--- config.mk ---
export PLATFORM = sky130hd
export DESIGN_NAME = top_k_index_selector
export DESIGN_NICKNAME = d
export VERILOG_FILES = /design/src/hw/rtl/tkis_pkg.sv /design/src/hw/rtl/tkis_ctrl.sv /design/src/hw/rtl/tkis_dp.sv /design/src/hw/rtl/top_k_index_selector.sv
export SDC_FILE = /design/constraint.sdc
export NUM_CORES = 1
export LEC_CHECK = 0
export BUFFER_PORTS_ARGS = -buffer_cell sky130_fd_sc_hd__clkbuf_2
export CORE_MARGIN = 10
export CORE_UTILIZATION = 35
export DETAILED_ROUTE_END_ITERATION = 10
export PLACE_DENSITY_LB_ADDON = 0.25
export SYNTH_ARGS = -nofsm -noshare
export SYNTH_HDL_FRONTEND = slang
export SYNTH_SLANG_ARGS = --single-unit
--- constraint.sdc ---
create_clock -name clk -period 10.9 [get_ports clk]
set_input_delay 1.09 -clock clk [delete_from_list [all_inputs] [get_ports clk]]
set_output_delay 1.09 -clock clk [all_outputs]
set_load 0.01 [all_outputs]
--- src/hw/rtl/tkis_pkg.sv ---
// ----------------------------------------------------------------------------
// tkis_pkg: shared definitions for the top-k index selector
// Field widths, parameter defaults, and the command and status bundles that
// run between the controller and the datapath.
// ----------------------------------------------------------------------------
`default_nettype none

package tkis_pkg;

    // Parameter defaults
    localparam int MAX_KEEP_DEF      = 8;
    localparam int POSITION_BITS_DEF = 16;

    // Fixed field widths
    localparam int VALUE_W    = 32;
    localparam int COUNT_W    = 4;
    localparam int RANK_OUT_W = 3;
    localparam int POS_OUT_W  = 16;

    // Keep count after reset
    localparam logic [COUNT_W-1:0] COUNT_RESET = 4'd5;

    // Controller to datapath
    typedef struct packed {
        logic insert;   // an input transaction completes this cycle
        logic advance;  // a result transaction completes this cycle
        logic finish;   // the final result of the report completes
    } tkis_cmd_t;

    // Datapath to controller
    typedef struct packed {
        logic last_rank; // the rank on the output is the final one
    } tkis_sts_t;

endpackage : tkis_pkg

`default_nettype wire

--- src/hw/rtl/tkis_ctrl.sv ---
// ----------------------------------------------------------------------------
// tkis_ctrl: run and report controller
// Accepts samples while collecting; after the end-of-run sample it walks the
// report, one result transaction per rank, then returns to collecting.
// ----------------------------------------------------------------------------
`default_nettype none

module tkis_ctrl
(
    input  wire logic               clk,
    input  wire logic               rst_n,
    input  wire logic               sample_valid,
    output logic                    sample_stall,
    input  wire logic               end_of_run,
    output logic                    result_valid,
    input  wire logic               result_stall,
    output tkis_pkg::tkis_cmd_t     cmd,
    input  wire tkis_pkg::tkis_sts_t sts
);

    typedef enum logic [0:0] {
        ST_COLLECT,
        ST_REPORT
    } state_t;

    state_t state_reg;
    state_t state_next;

    // Handshake follows state directly
    assign sample_stall = (state_reg == ST_REPORT);
    assign result_valid = (state_reg == ST_REPORT);

    // Commands for the datapath
    always_comb
    begin
        cmd.insert  = sample_valid && !sample_stall;
        cmd.advance = result_valid && !result_stall;
        cmd.finish  = result_valid && !result_stall && sts.last_rank;
    end

    // Next state
    always_comb
    begin
        state_next = state_reg;
        unique case (state_reg)
            ST_COLLECT:
            begin
                if (cmd.insert && end_of_run)
                begin
                    state_next = ST_REPORT;
                end
            end
            ST_REPORT:
            begin
                if (cmd.finish)
                begin
                    state_next = ST_COLLECT;
                end
            end
            default:
            begin
                state_next = ST_COLLECT;
            end
        endcase
    end

    // Hold state
    always_ff @(posedge clk or negedge rst_n)
    begin
        if (!rst_n)
        begin
            state_reg <= ST_COLLECT;
        end
        else
        begin
            state_reg <= state_next;
        end
    end

endmodule : tkis_ctrl

`default_nettype wire

--- src/hw/rtl/tkis_dp.sv ---
// ----------------------------------------------------------------------------
// tkis_dp: insertion cells, position counter and report mux
// A row of compare-and-shift cells keeps the list sorted in descending order;
// a new sample is placed in its cell as it is accepted. The report reads one rank per transaction.
// ----------------------------------------------------------------------------
`default_nettype none

module tkis_dp
#(
    parameter int MAX_KEEP      = tkis_pkg::MAX_KEEP_DEF,
    parameter int POSITION_BITS = tkis_pkg::POSITION_BITS_DEF
)
(
    input  wire logic                                clk,
    input  wire logic                                rst_n,
    input  wire tkis_pkg::tkis_cmd_t                 cmd,
    output tkis_pkg::tkis_sts_t                      sts,
    input  wire logic                                cfg_write_en,
    input  wire logic [tkis_pkg::COUNT_W-1:0]        cfg_write_data,
    input  wire logic signed [tkis_pkg::VALUE_W-1:0] sample_value,
    output logic [tkis_pkg::RANK_OUT_W-1:0]          rank,
    output logic [tkis_pkg::POS_OUT_W-1:0]           position,
    output logic signed [tkis_pkg::VALUE_W-1:0]      top_value,
    output logic                                     filled,
    output logic                                     overflow,
    output logic                                     final_rank
);

    localparam int RANK_W = (MAX_KEEP > 1) ? $clog2(MAX_KEEP) : 1;

    // Register and run state
    logic [tkis_pkg::COUNT_W-1:0]        count_reg;
    logic signed [tkis_pkg::VALUE_W-1:0] val_reg   [MAX_KEEP];
    logic signed [tkis_pkg::VALUE_W-1:0] val_next  [MAX_KEEP];
    logic [POSITION_BITS-1:0]            pos_reg   [MAX_KEEP];
    logic [POSITION_BITS-1:0]            pos_next  [MAX_KEEP];
    logic [MAX_KEEP-1:0]                 valid_reg;
    logic [MAX_KEEP-1:0]                 valid_next;
    logic [POSITION_BITS-1:0]            elem_cnt_reg;
    logic                                ovf_reg;
    logic [RANK_W-1:0]                   rank_cnt_reg;

    logic                                at_limit;
    logic                                do_insert;
    logic [MAX_KEEP-1:0]                 goes_here;

    // Keep count register
    always_ff @(posedge clk or negedge rst_n)
    begin
        if (!rst_n)
        begin
            count_reg <= tkis_pkg::COUNT_RESET;
        end
        else if (cfg_write_en)
        begin
            count_reg <= cfg_write_data;
        end
    end

    // Drop samples once the position counter is saturated
    assign at_limit  = (elem_cnt_reg == {POSITION_BITS{1'b1}});
    assign do_insert = cmd.insert && !at_limit;

    // Compare-and-shift cells
    for (genvar j = 0; j < MAX_KEEP; j++)
    begin : g_cell
        assign goes_here[j] = !valid_reg[j] || (sample_value > val_reg[j]);

        if (j == 0)
        begin : g_head
            always_comb
            begin
                val_next[j]   = val_reg[j];
                pos_next[j]   = pos_reg[j];
                valid_next[j] = valid_reg[j];
                if (do_insert && goes_here[j])
                begin
                    val_next[j]   = sample_value;
                    pos_next[j]   = elem_cnt_reg;
                    valid_next[j] = 1'b1;
                end
            end
        end
        else
        begin : g_body
            always_comb
            begin
                val_next[j]   = val_reg[j];
                pos_next[j]   = pos_reg[j];
                valid_next[j] = valid_reg[j];
                if (do_insert && goes_here[j-1])
                begin
                    // shift down from the cell above
                    val_next[j]   = val_reg[j-1];
                    pos_next[j]   = pos_reg[j-1];
                    valid_next[j] = valid_reg[j-1];
                end
                else if (do_insert && goes_here[j])
                begin
                    val_next[j]   = sample_value;
                    pos_next[j]   = elem_cnt_reg;
                    valid_next[j] = 1'b1;
                end
            end
        end
    end

    // Cell payload
    always_ff @(posedge clk)
    begin
        for (int i = 0; i < MAX_KEEP; i++)
        begin
            val_reg[i] <= val_next[i];
            pos_reg[i] <= pos_next[i];
        end
    end

    // Run control state: valid bits, counter, overflow, report rank
    always_ff @(posedge clk or negedge rst_n)
    begin
        if (!rst_n)
        begin
            valid_reg    <= '0;
            elem_cnt_reg <= '0;
            ovf_reg      <= 1'b0;
            rank_cnt_reg <= '0;
        end
        else if (cmd.finish)
        begin
            valid_reg    <= '0;
            elem_cnt_reg <= '0;
            ovf_reg      <= 1'b0;
            rank_cnt_reg <= '0;
        end
        else
        begin
            valid_reg <= valid_next;
            if (cmd.insert)
            begin
                if (at_limit)
                begin
                    ovf_reg <= 1'b1;
                end
                else
                begin
                    elem_cnt_reg <= elem_cnt_reg + 1'b1;
                end
            end
            if (cmd.advance)
            begin
                rank_cnt_reg <= rank_cnt_reg + 1'b1;
            end
        end
    end

    // Final rank index from the clamped count
    logic [31:0]       count_wide;
    logic [31:0]       count_less;
    logic [RANK_W-1:0] last_idx;

    assign count_wide = {{(32 - tkis_pkg::COUNT_W){1'b0}}, count_reg};
    assign count_less = count_wide - 32'd1;

    always_comb
    begin
        if (count_reg == '0)
        begin
            last_idx = '0;
        end
        else if (count_wide > 32'(MAX_KEEP))
        begin
            last_idx = RANK_W'(MAX_KEEP - 1);
        end
        else
        begin
            last_idx = count_less[RANK_W-1:0];
        end
    end

    assign sts.last_rank = (rank_cnt_reg == last_idx);

    // Report mux; empty ranks read as zero
    logic [RANK_W+tkis_pkg::RANK_OUT_W-1:0]       rank_wide;
    logic [POSITION_BITS+tkis_pkg::POS_OUT_W-1:0] pos_wide;

    assign rank_wide = {{tkis_pkg::RANK_OUT_W{1'b0}}, rank_cnt_reg};
    assign pos_wide  = {{tkis_pkg::POS_OUT_W{1'b0}}, pos_reg[rank_cnt_reg]};

    assign rank       = rank_wide[tkis_pkg::RANK_OUT_W-1:0];
    assign filled     = valid_reg[rank_cnt_reg];
    assign position   = filled ? pos_wide[tkis_pkg::POS_OUT_W-1:0] : '0;
    assign top_value  = filled ? val_reg[rank_cnt_reg] : '0;
    assign overflow   = ovf_reg;
    assign final_rank = sts.last_rank;

endmodule : tkis_dp

`default_nettype wire

--- src/hw/rtl/top_k_index_selector.sv ---
// ----------------------------------------------------------------------------
// top_k_index_selector: streaming top-k selection with positions
// Latency: a sample is inserted in the cycle it is accepted; after the
//   end-of-run sample the first result is offered on the next cycle.
// Throughput: one sample per cycle while collecting, set by the insertion cells;
//   a report then offers one result per rank (count clamped to 1..MAX_KEEP)
//   and can be held by result stalls; samples are stalled throughout a report.
// Reset: clears the list, position counter and overflow flag; keep count 5.
// ----------------------------------------------------------------------------
`default_nettype none

module top_k_index_selector
#(
    parameter int MAX_KEEP      = tkis_pkg::MAX_KEEP_DEF,
    parameter int POSITION_BITS = tkis_pkg::POSITION_BITS_DEF
)
(
    input  wire logic                                clk,
    input  wire logic                                rst_n,
    input  wire logic                                cfg_write_en,
    input  wire logic [tkis_pkg::COUNT_W-1:0]        cfg_write_data,
    input  wire logic                                sample_valid,
    output logic                                     sample_stall,
    input  wire logic signed [tkis_pkg::VALUE_W-1:0] sample_value,
    input  wire logic                                end_of_run,
    output logic                                     result_valid,
    input  wire logic                                result_stall,
    output logic [tkis_pkg::RANK_OUT_W-1:0]          rank,
    output logic [tkis_pkg::POS_OUT_W-1:0]           position,
    output logic signed [tkis_pkg::VALUE_W-1:0]      top_value,
    output logic                                     filled,
    output logic                                     overflow,
    output logic                                     final_rank
);

    tkis_pkg::tkis_cmd_t cmd;
    tkis_pkg::tkis_sts_t sts;

    // Controller
    tkis_ctrl u_ctrl
    (
        .clk          (clk),
        .rst_n        (rst_n),
        .sample_valid (sample_valid),
        .sample_stall (sample_stall),
        .end_of_run   (end_of_run),
        .result_valid (result_valid),
        .result_stall (result_stall),
        .cmd          (cmd),
        .sts          (sts)
    );

    // Datapath
    tkis_dp
    #(
        .MAX_KEEP      (MAX_KEEP),
        .POSITION_BITS (POSITION_BITS)
    )
    u_dp
    (
        .clk            (clk),
        .rst_n          (rst_n),
        .cmd            (cmd),
        .sts            (sts),
        .cfg_write_en   (cfg_write_en),
        .cfg_write_data (cfg_write_data),
        .sample_value   (sample_value),
        .rank           (rank),
        .position       (position),
        .top_value      (top_value),
        .filled         (filled),
        .overflow       (overflow),
        .final_rank     (final_rank)
    );

endmodule : top_k_index_selector

`default_nettype wire

* Word-level counts from Yosys, hierarchy flattened *
Memory sizes are Yosys's and may differ from the RTL's.
Index checks and enable logic that the tools add are counted.

word-level totals
  output and inout port bits = 56
  register bits after elaboration = 33
  logic and storage cells = 142
  bits of input ports = 42
  RAM bits = 384
  memories kept = 2

operators by class
  equal/unequal tests = 4
  muxes and demuxes = 63
  reductions and logical operators = 46
  $lt $le $gt $ge = 10
  $add $sub $neg = 3
  bitwise gates (word level) = 1

memory list
  name          depth  width  read ports  clocked after memory_dff  write ports  line           source
  u_dp.val_reg  8      32     9           0                         8            tkis_dp.sv:33  logic signed [tkis_pkg::VALUE_W-1:0] val_reg [MAX_KEEP];
  u_dp.pos_reg  8      16     8           0                         8            tkis_dp.sv:35  logic [POSITION_BITS-1:0] pos_reg [MAX_KEEP];

operators by type and width
  kind                   number
  $mux 32                16
  $mux 16                19
  $gt 32x32->1           8
  $mux 1                 21
  $reduce_bool 3->1      7
  $add 16x1->16 const B  1
  $eq 16x16->1 const B   1
  $logic_and 1x1->1      13
  $mux 3                 4
  $logic_not 1->1        11
  $logic_or 1x1->1       8
  $mux 8                 1
  $reduce_bool 2->1      4
  $gt 4x4->1 const B     1
  $logic_not 4->1        1
  $lt 3x4->1 const B     1
  $ne 2x2->1 const B     2
  $reduce_and 2->1       2
  $add 3x1->3 const B    1
  $bmux 1 s3             1
  $eq 3x3->1             1
  $sub 3x1->3 const B    1
  $pmux 1 s2             1
  $not 1->1              1

* Depth between registers and ports, before layout *
Gate-level depths: netlist of run 1.

  depth in word-level cells = 7
  depth in mapped cells = 12
  gate-level depth less buffers = 9

* Cells and area by module *
Synthesis of run 1 repeated with hierarchy kept, for this count alone.

second synthesis, totals
  cells, all modules = 2078
  area, all modules = 26858.3 um2

by module, submodules not included
  module     instances  area each (um2)  cells each  sequential area each (um2)
  tkis_dp    1          26791.9          2071        12334.3
  tkis_ctrl  1          66.3             7           25.0

* Worst setup path after synthesis of run 1 *
Ideal clock, no wire load.

  path type = input to register
  start = input sample_value[14] (netlist bit)
  end = memory u_dp.pos_reg[5][0] (netlist bit), enable pin
  required time = 10.380 ns
  setup time = 0.520 ns
  setup slack = 3.977 ns
  data arrival time = 6.403 ns
  cell stages on the path = 9
  path through = ha_1 nand4_1 or4_1 a21o_1 a31o_2 a31oi_2 buf_2 a21boi_0 o21ai_0

RTL lines
  what             line                        source
  start, declared  top_k_index_selector.sv:24  input wire logic signed [tkis_pkg::VALUE_W-1:0] sample_value,
  end, declared    tkis_dp.sv:35

==> results of run 1 <==
placed cells by master (no fill, tap or decap), types with 65 or more instances in the layout:
master,synthesis,routed
nand4_1,94,94
inv_1,272,272
mux2_2,190,190
nand2_1,190,189
ha_1,259,259
mux4_2,98,98
clkbuf_2,0,97
edfxtp_1,384,384
a21oi_1,196,196
nand3_1,65,65
cell families after synthesis:
group | after synthesis | synth area share, %
and+or+nand+nor | 517 | 9.168
DFF | 417 | 43.92
buffers and inverters | 412 | 5.989
AOI/OAI and AO/OA | 395 | 8.719
muxes | 390 | 20.15
adders and majority gates | 260 | 11.55
xor gates and xnor gates | 16 | 0.4980
power groups by stage:
| stage | Clock [W] | Combinational (W) | Sequential (W) |
|---|---|---|---|
| floorplan | 0 | 0.00247 | 0.00280 |
| global placement | 0 | 0.00357 | 0.00302 |
| detailed placement | 0 | 0.00361 | 0.00305 |
| CTS | 0.00177 | 0.00362 | 0.00302 |
| global route | 0.00182 | 0.00390 | 0.00309 |
| finish | 0.00174 | 0.00360 | 0.00303 |
through the flow:
stage	cell area (um2)	cells	utilization, %
global placement	29650	3448	37.35
floorplan	28140	2407	-
CTS	31300	3536	39.43
global route	31300	3536	39.43
finish	31300	3537	39.43
detailed placement	29650	3448	37.35
critical path, delay by kind of cell:
family          cells  cell delay [ns]
compound gates      2             1.02
fa+ha+maj           1             0.55
buf+inv             2             0.93
simple gates        4             1.98
synthesized netlist by cell type (9+ instances only):
master    instances
nand3_1          65
nor2_1           47
a21oi_1         196
mux2_4           48
inv_1           272
nor2b_1          10
nor3_1           46
buf_1            18
edfxtp_1        384
xnor2_1           9
dfrtp_1          31
o211ai_1         56
nor4_1           10
ha_1            259
a21o_1           38
buf_6             9
mux2_2          190
buf_2            36
nor3b_1          17
o21ai_0          41
clkbuf_1         70
mux4_2           98
nand4_1          94
nand2_1         190
mux2_1           51
routing by layer:
| metal | track usage (%) | up-vias | routed length, um |
|---|---|---|---|
| met4 | 7.763 | 2 | 3316 |
| met2 | 31.41 | 809 | 42610 |
| li1 | - | 9129 | - |
| met1 | 25.88 | 10320 | 39070 |
| met3 | 2.920 | 166 | 5962 |
| met5 | 0 | - | 7 |
cell type report:
class	instances	area, um2	area share (%)
diodes	1	2.502	0.007994
repair buffers	130	733.2	2.342
flip-flops and latches	417	12370	39.52
inverters	273	1025	3.274
clock inverters	24	272.8	0.8713
well taps	1050	1314	4.197
multi-input cells	1578	14210	45.39
clock buffers	64	1375	4.393
worst min path at each step:
stage,depth (start not counted),slack (ns),to
after floorplan,0,0.42,u_dp.pos_reg[0][10]$_DFFE_PN_
after global placement,2,0.49,u_dp.overflow$_DFFE_PN0P_
after detailed placement,2,0.50,u_dp.overflow$_DFFE_PN0P_
after CTS,2,0.53,u_dp.overflow$_DFFE_PN0P_
after global routing,2,0.58,u_dp.count_reg[0]$_DFFE_PN1P_
final,2,0.52,u_dp.overflow$_DFFE_PN0P_
==> impl_summary.md, run 1 <==
Run status
The run finished, with violations left. The checks that failed: capacitance limit.

Run
The max-cap check violation count is 1.

Route
For this block, the initial DRC count from the detailed router was 1987. The DRC violation count after routing is 0. The final wirelength is 90.97 mm. The total via count after detailed routing is 20420. The residual antenna-violating net count after detailed routing is 0. The number of iterations in the first detailed-routing pass is 7. The ratio of routed vias to standard cells is 5.774. After detailed routing, the average wire length per cell comes to 25.72 um.

Timing
The transition time of the tightest slew-check pin is 1.434 ns. The number of slew-limit violations in the final report was 0. The minimum setup slack in the final design is 5.482 ns. The worst path in the final design needs a cycle of 5.418 ns, including I/O delays and setup.

Headroom to the max-slew limit came out at 1.941%. Setup violations remaining at the end of the flow were counted as 0. In the final timing run, aggregate negative setup slack is 0 ns. Setup repair after global routing left no endpoint under its margin. Derived from the worst setup path, the maximum achievable clock frequency is 184.6 MHz. For the final database, setup skew stands at 0.02453 ns.

In the finished design, the share of the clock period the worst path needs comes to 49.70%. The final count of hold timing violations came to 0. The worst hold margin is 0.5199 ns.

Critical path
Traced cell by cell, the critical path runs through clkbuf_2 -> ha_1 -> nand4_1 -> nor4_1 -> nand4_1 -> a31oi_1 -> o21a_2 -> or2_2 -> buf_4. The cell occurring most often along the worst timing path is nand4_1. Data on the critical path arrives at its endpoint at 5.64 ns. The worst path required time is 11.12 ns. For this run, the slowest stage of the critical path takes 0.69 ns. The start of the worst register-to-register path is u_dp.val_reg[2][31]$_DFFE_PP_. The number of cells on the worst reg-to-reg path is 9. In this run the worst setup path begins at sample_value[31]. Among all stages on the critical path, the largest delay is contributed by o21a_2. The critical path capture point type is a register.

The setup check on the worst reg-to-reg path leaves a slack of 5.86 ns. The critical setup path kind is in -> reg. Along the worst path, the maximum fanout reaches 35. The worst setup path is launched from a primary input.

The endpoint identified for the worst register-to-register timing path is u_dp.val_reg[3][12]$_DFFE_PP_. The critical path ends at u_dp.val_reg[3][12]$_DFFE_PP_.

Placed design
Detailed placement finished with a half-perimeter wire length of 58.43 mm. At the end of routability-driven placement, the weighted congestion stood at 0.8777. During placement, the flow inserted port buffers numbering 97. The setup slack after placement is 4.827 ns.

GRT
The number of antenna violations at the first check in global routing is 2. The global-route usage over all layers is 19.43%. After global routing the overflow that remains totals 0.

Entering global routing, the biggest net connects 65 pins. The first-pass GRT wire length is 136.1 mm. The via count of the first global-routing pass came to 20720.

Clock tree
The clock tree from TritonCTS is built. The H-tree generated during clock tree synthesis spans 2 levels. Clock tree synthesis inserted a total of 51 buffers. Once the clock tree was built, the resizer swapped 0 gates to a different size. The later pin in the worst-skew pair is clocked with a latency of 0.61 ns. Clock-pin slew was measured on the worst setup and hold paths at 0.06 ns. The number of hold buffers added after CTS was 0. The number of post-CTS setup repair buffers is 0. The tree built by TritonCTS fans out to 417 sinks. The clock root buffer master is clkbuf_16. The largest buffer count on any clock path is 3.

Hold path
The worst hold path startpoint is u_dp.overflow$_DFFE_PN0P_. The path class of the tightest hold or removal check is reg -> reg.

Pwr
The part of the total power dissipated in combinational logic is 43.0%. The clock network fraction of design power is 20.8%. Of the total power, the share spent switching nets is 40.36%. The sequential share of power is 36.2%. Dividing total power by cell area gives a power density of 267.3 nW/um2. VDD sags by at most 0.1525 mV. The analysis attributes to cell leakage a power of 12.72 nW. For this design the total switching power over the nets is 0.003378 W. The design draws 0.008368 W. The internal cell power is 0.004990 W.

Synth
Counting flops with an async set or reset pin after synthesis yields a share of 7.914%. The area fraction of the dominant cell type after synthesis is 40.98%. After synthesis, the mean cell area works out to 11.69 um2. The Yosys step of the flow raised 0 warnings.

The synthesis-stage register bit count is 417. By area the synthesized netlist is led by edfxtp_1 41%, ha_1 12%, mux4_2 7.8%. Summed over all instances, the cell type with the most area after synthesis is edfxtp_1. After synthesis, flip-flops and latches occupy 43.92% of the total area.

The summed instance area of the synthesized netlist is 28140 um2. Among all flip-flop cells after synthesis, the most frequent one is edfxtp_1. The number of library cell types mapped by synthesis is 78. The synthesized design contains 384 enable-type register cells. The post-synthesis instance total is 2407.

The total nets after synthesis is 2708.

Layout
The register with the most flip-flops in the layout has 256 of them. The final layout contains 2752 nets. Compared with the post-synthesis result, the final layout area differs by 11.24%. Of the cells placed in the final design, the portion with a size suffix greater than 1 is 23.09%. Fill cells in the final layout number 7637.

Floorplan
After floorplanning, the core was sized to cover 79390 um2. The floorplan step defined a die boundary enclosing 92140 um2. The die width is 303.6 um.

The initial utilization of the core area, before any placement, comes to 35.45%. 98 I/O pins were placed. The die is 303.6 um tall. Row generation in the floorplan step produced 103 rows.
Note: power is estimated with default switching activity, not from simulation.
==> inputs of run 2 (changes only) <==
- clock period: 10.9 -> 5.05 ns (I/O delays scaled with it)
==> impl_summary.md, run 2 (synthesis results as in run 1) <==
Run status
Result of the run: complete, no violations (was finished with violations).

Timing
The minimum setup slack in the final design is 1.164 ns (was 5.482 ns). The worst slew slack as a fraction of its limit is 25.81% (was 1.941%). The worst hold margin is 0.08941 ns (was 0.5199 ns). The number of failing setup endpoints in the final timing report was 0 (unchanged). Setup repair after global routing missed its margin: false (unchanged).

The final count of hold timing violations is 0 (unchanged). The final-layout setup total negative slack is 0 ns (unchanged). The largest clock skew in the final design is 0.03387 ns (was 0.02453 ns). The transition time of the tightest slew-check pin is 1.113 ns (was 1.434 ns). The highest attainable clock frequency is 257.4 MHz. Of the available clock period, the critical path in the final layout requires 76.94%. The routed design could run at a clock period as short as 3.886 ns. The number of slew-limit violations in the final report is 0 (unchanged).

Pwr
The power per cell area is 581.7 nW/um2 (was 267.3 nW/um2). The worst vdd rail ir drop is 0.3625 mV (was 0.1525 mV). The leakage dissipation is 12.91 nW (was 12.72 nW).

The final total power is 0.01844 W (was 0.008368 W).

Floorplan
The die width came to 303.6 um (unchanged). The height of the chip is 303.6 um (unchanged). The number of rows created at floorplan came to 103 (unchanged). The floorplan die area is 92140 um2 (unchanged). The initial core utilization was 35.45% (unchanged). The core outline area came to 79390 um2 (unchanged).

The boundary pin count is 98 (unchanged).

Placed design
The total placed cells including tap cells is 3469 (was 3448). The setup slack after placement is 0.7564 ns (was 4.827 ns). The half-perimeter wire length after placement is 61.36 mm (was 58.43 mm). The routability congestion estimate came to 0.8817 (was 0.8777).

The port buffer count is 97 (unchanged).

Critical path
The launch point of the critical path is u_dp.val_reg[6][31]$_DFFE_PP_ (was sample_value[31]). The reg-to-reg setup timing slack is 1.16 ns (was 5.86 ns). The cell count of the worst reg-to-reg path came to 11 (was 9). The worst path required time came to 5.31 ns (was 11.12 ns). The start of the worst register-to-register path is u_dp.val_reg[6][31]$_DFFE_PP_ (was u_dp.val_reg[2][31]$_DFFE_PP_). The maximum fanout encountered on the critical timing path is 39 (was 35). The delay contributed by the slowest stage of the critical path is 0.49 ns (was 0.69 ns). The cell with the largest stage delay on the worst path is nor3b_1 (was o21a_2).

The critical path capture point type is a register (unchanged). Critical path, cell by cell: inv_1 -> ha_1 -> nand4_1 -> nor4_1 -> nor3b_1 -> nand3b_1 -> mux2i_1 -> a211oi_4 -> buf_4 -> o21bai_4 -> buf_12 (was clkbuf_2 -> ha_1 -> nand4_1 -> nor4_1 -> nand4_1 -> a31oi_1 -> o21a_2 -> or2_2 -> buf_4). The arrival time reported for the critical path endpoint is 4.14 ns (was 5.64 ns). The end of the worst register-to-register path is u_dp.pos_reg[7][12]$_DFFE_PP_ (was u_dp.val_reg[3][12]$_DFFE_PP_).

The critical path startpoint category is a register (was primary input). The critical setup path kind is reg -> reg (was in -> reg).

GRT
The first-pass GRT wire length is 138.3 mm (was 136.1 mm). The via count of the first global-routing pass was 21030 (was 20720). The overall overflow remaining after global route is 0 (unchanged).

The number of antenna violations at the first check in global routing is 4 (was 2). The global-route usage over all layers came to 19.98% (was 19.43%). The pin count of the biggest net entering global routing is 61 (was 65).

Clock tree
The CTS clock-pin slew for the worst setup and hold paths is 0.06 ns (about the same). The H-tree depth is 2 (unchanged). The largest buffer count on any clock path came to 3 (unchanged). The clock sink total came to 417 (unchanged). The hold-fix buffer count after cts is 0 (unchanged).

The clock network latency to the later pin of the worst-skew pair came to 0.62 ns (was 0.61 ns). The clock tree from TritonCTS was built (unchanged). The clock buffer count from CTS is 50 (was 51). The number of post-CTS setup repair buffers is 0 (unchanged).

The count of cells resized by post-cts repair is 0 (unchanged). The clock root buffer master is clkbuf_16 (unchanged).

Route
The ratio of routed vias to standard cells is 5.802 (was 5.774). The final wirelength was 93.49 mm (was 90.97 mm). The total via count after detailed routing is 20660 (was 20420). The average detailed-routed wire length per instance was 26.25 um (was 25.72 um). The DRC violation count after routing is 0 (unchanged).

The residual antenna-violating net count after detailed routing is 0 (unchanged). The number of iterations in the first detailed-routing pass is 5 (was 7). The count of routing violations after the opening detailed-route iteration is 1744 (was 1987).

Layout
The leading cell type in the layout, fill and taps excluded was edfxtp_1 (unchanged). The area added between synthesis and finish is 12.65% (was 11.24%). The non-filler instance count after layout is 3561 (was 3537). The number of flip-flops under the largest register name is 256 (unchanged).

The fill cell instance count of the final layout came to 7619 (was 7637). Most frequent cells in the layout: 384 x edfxtp_1, 272 x inv_1, 259 x ha_1, 196 x a21oi_1, 190 x mux2_2 (unchanged). The fraction of final layout cells sized beyond drive strength 1 is 23.71% (was 23.09%). The number of nets in the layout is 2772 (was 2752).

Hold path
The path category of the worst min-delay check is in -> async (was reg -> reg).

Run
The max-cap check violation count is 0 (was 1).
==> run 2: where the power goes <==
| part | internal [W] | switching, W | total [W] |
|---|---|---|---|
| clock network | 0.00224 | 0.00156 | 0.00380 |
| logic | 0.00326 | 0.00485 | 0.00810 |
| registers | 0.00549 | 0.00105 | 0.00654 |
==> run 2: area by class of cell <==
cell class | count | area (um2) | area share [%]
Antenna cell | 2 | 5.005 | 0.01579
Sequential cell | 417 | 12370 | 39.03
Tap cell | 1050 | 1314 | 4.144
Clock buffer | 64 | 1344 | 4.239
Timing Repair Buffer | 151 | 1091 | 3.442
Inverter | 273 | 1025 | 3.232
Multi-Input combinational cell | 1578 | 14210 | 44.82
Clock inverter | 26 | 341.6 | 1.077
==> run 2: how the worst max path moves through the flow <==
stage / to / slack, ns / cells after the start
floorplan: u_dp.pos_reg[5][0]$_DFFE_PP_ / -0.02 / 9
global placement: u_dp.pos_reg[7][10]$_DFFE_PP_ / 0.83 / 11
detailed placement: u_dp.pos_reg[7][13]$_DFFE_PP_ / 0.76 / 11
CTS: u_dp.pos_reg[7][11]$_DFFE_PP_ / 1.15 / 11
global route: u_dp.val_reg[1][17]$_DFFE_PP_ / 1.0 / 10
finish: u_dp.pos_reg[7][12]$_DFFE_PP_ / 1.16 / 11
==> run 2: per-stage QoR <==
stage               area [um2]  util [%]
detailed placement       30010     37.80
global route             31700     39.93
finish                   31700     39.93
floorplan                28140         -
global placement         30010     37.80
CTS                      31700     39.93
==> run 2: metal layers <==
metal	vias to the layer above	wire, um	track usage [%]	share of wire [%]
met5	-	26	0	0.028
met4	4	3196	7.285	3.4
met3	184	6235	3.695	6.7
met2	768	44340	32.86	47
met1	10500	39680	25.99	42
li1	9204	-	-	-
==> run 2: worst max-delay path: cells and delay by family (launching register included) <==
family | cells | cell delay, ns
mux | 1 | 0.12
buf+inv | 3 | 0.74
simple gates | 4 | 1.26
fa+ha+maj | 1 | 0.48
flops | 1 | 0.42
compound gates | 2 | 0.48
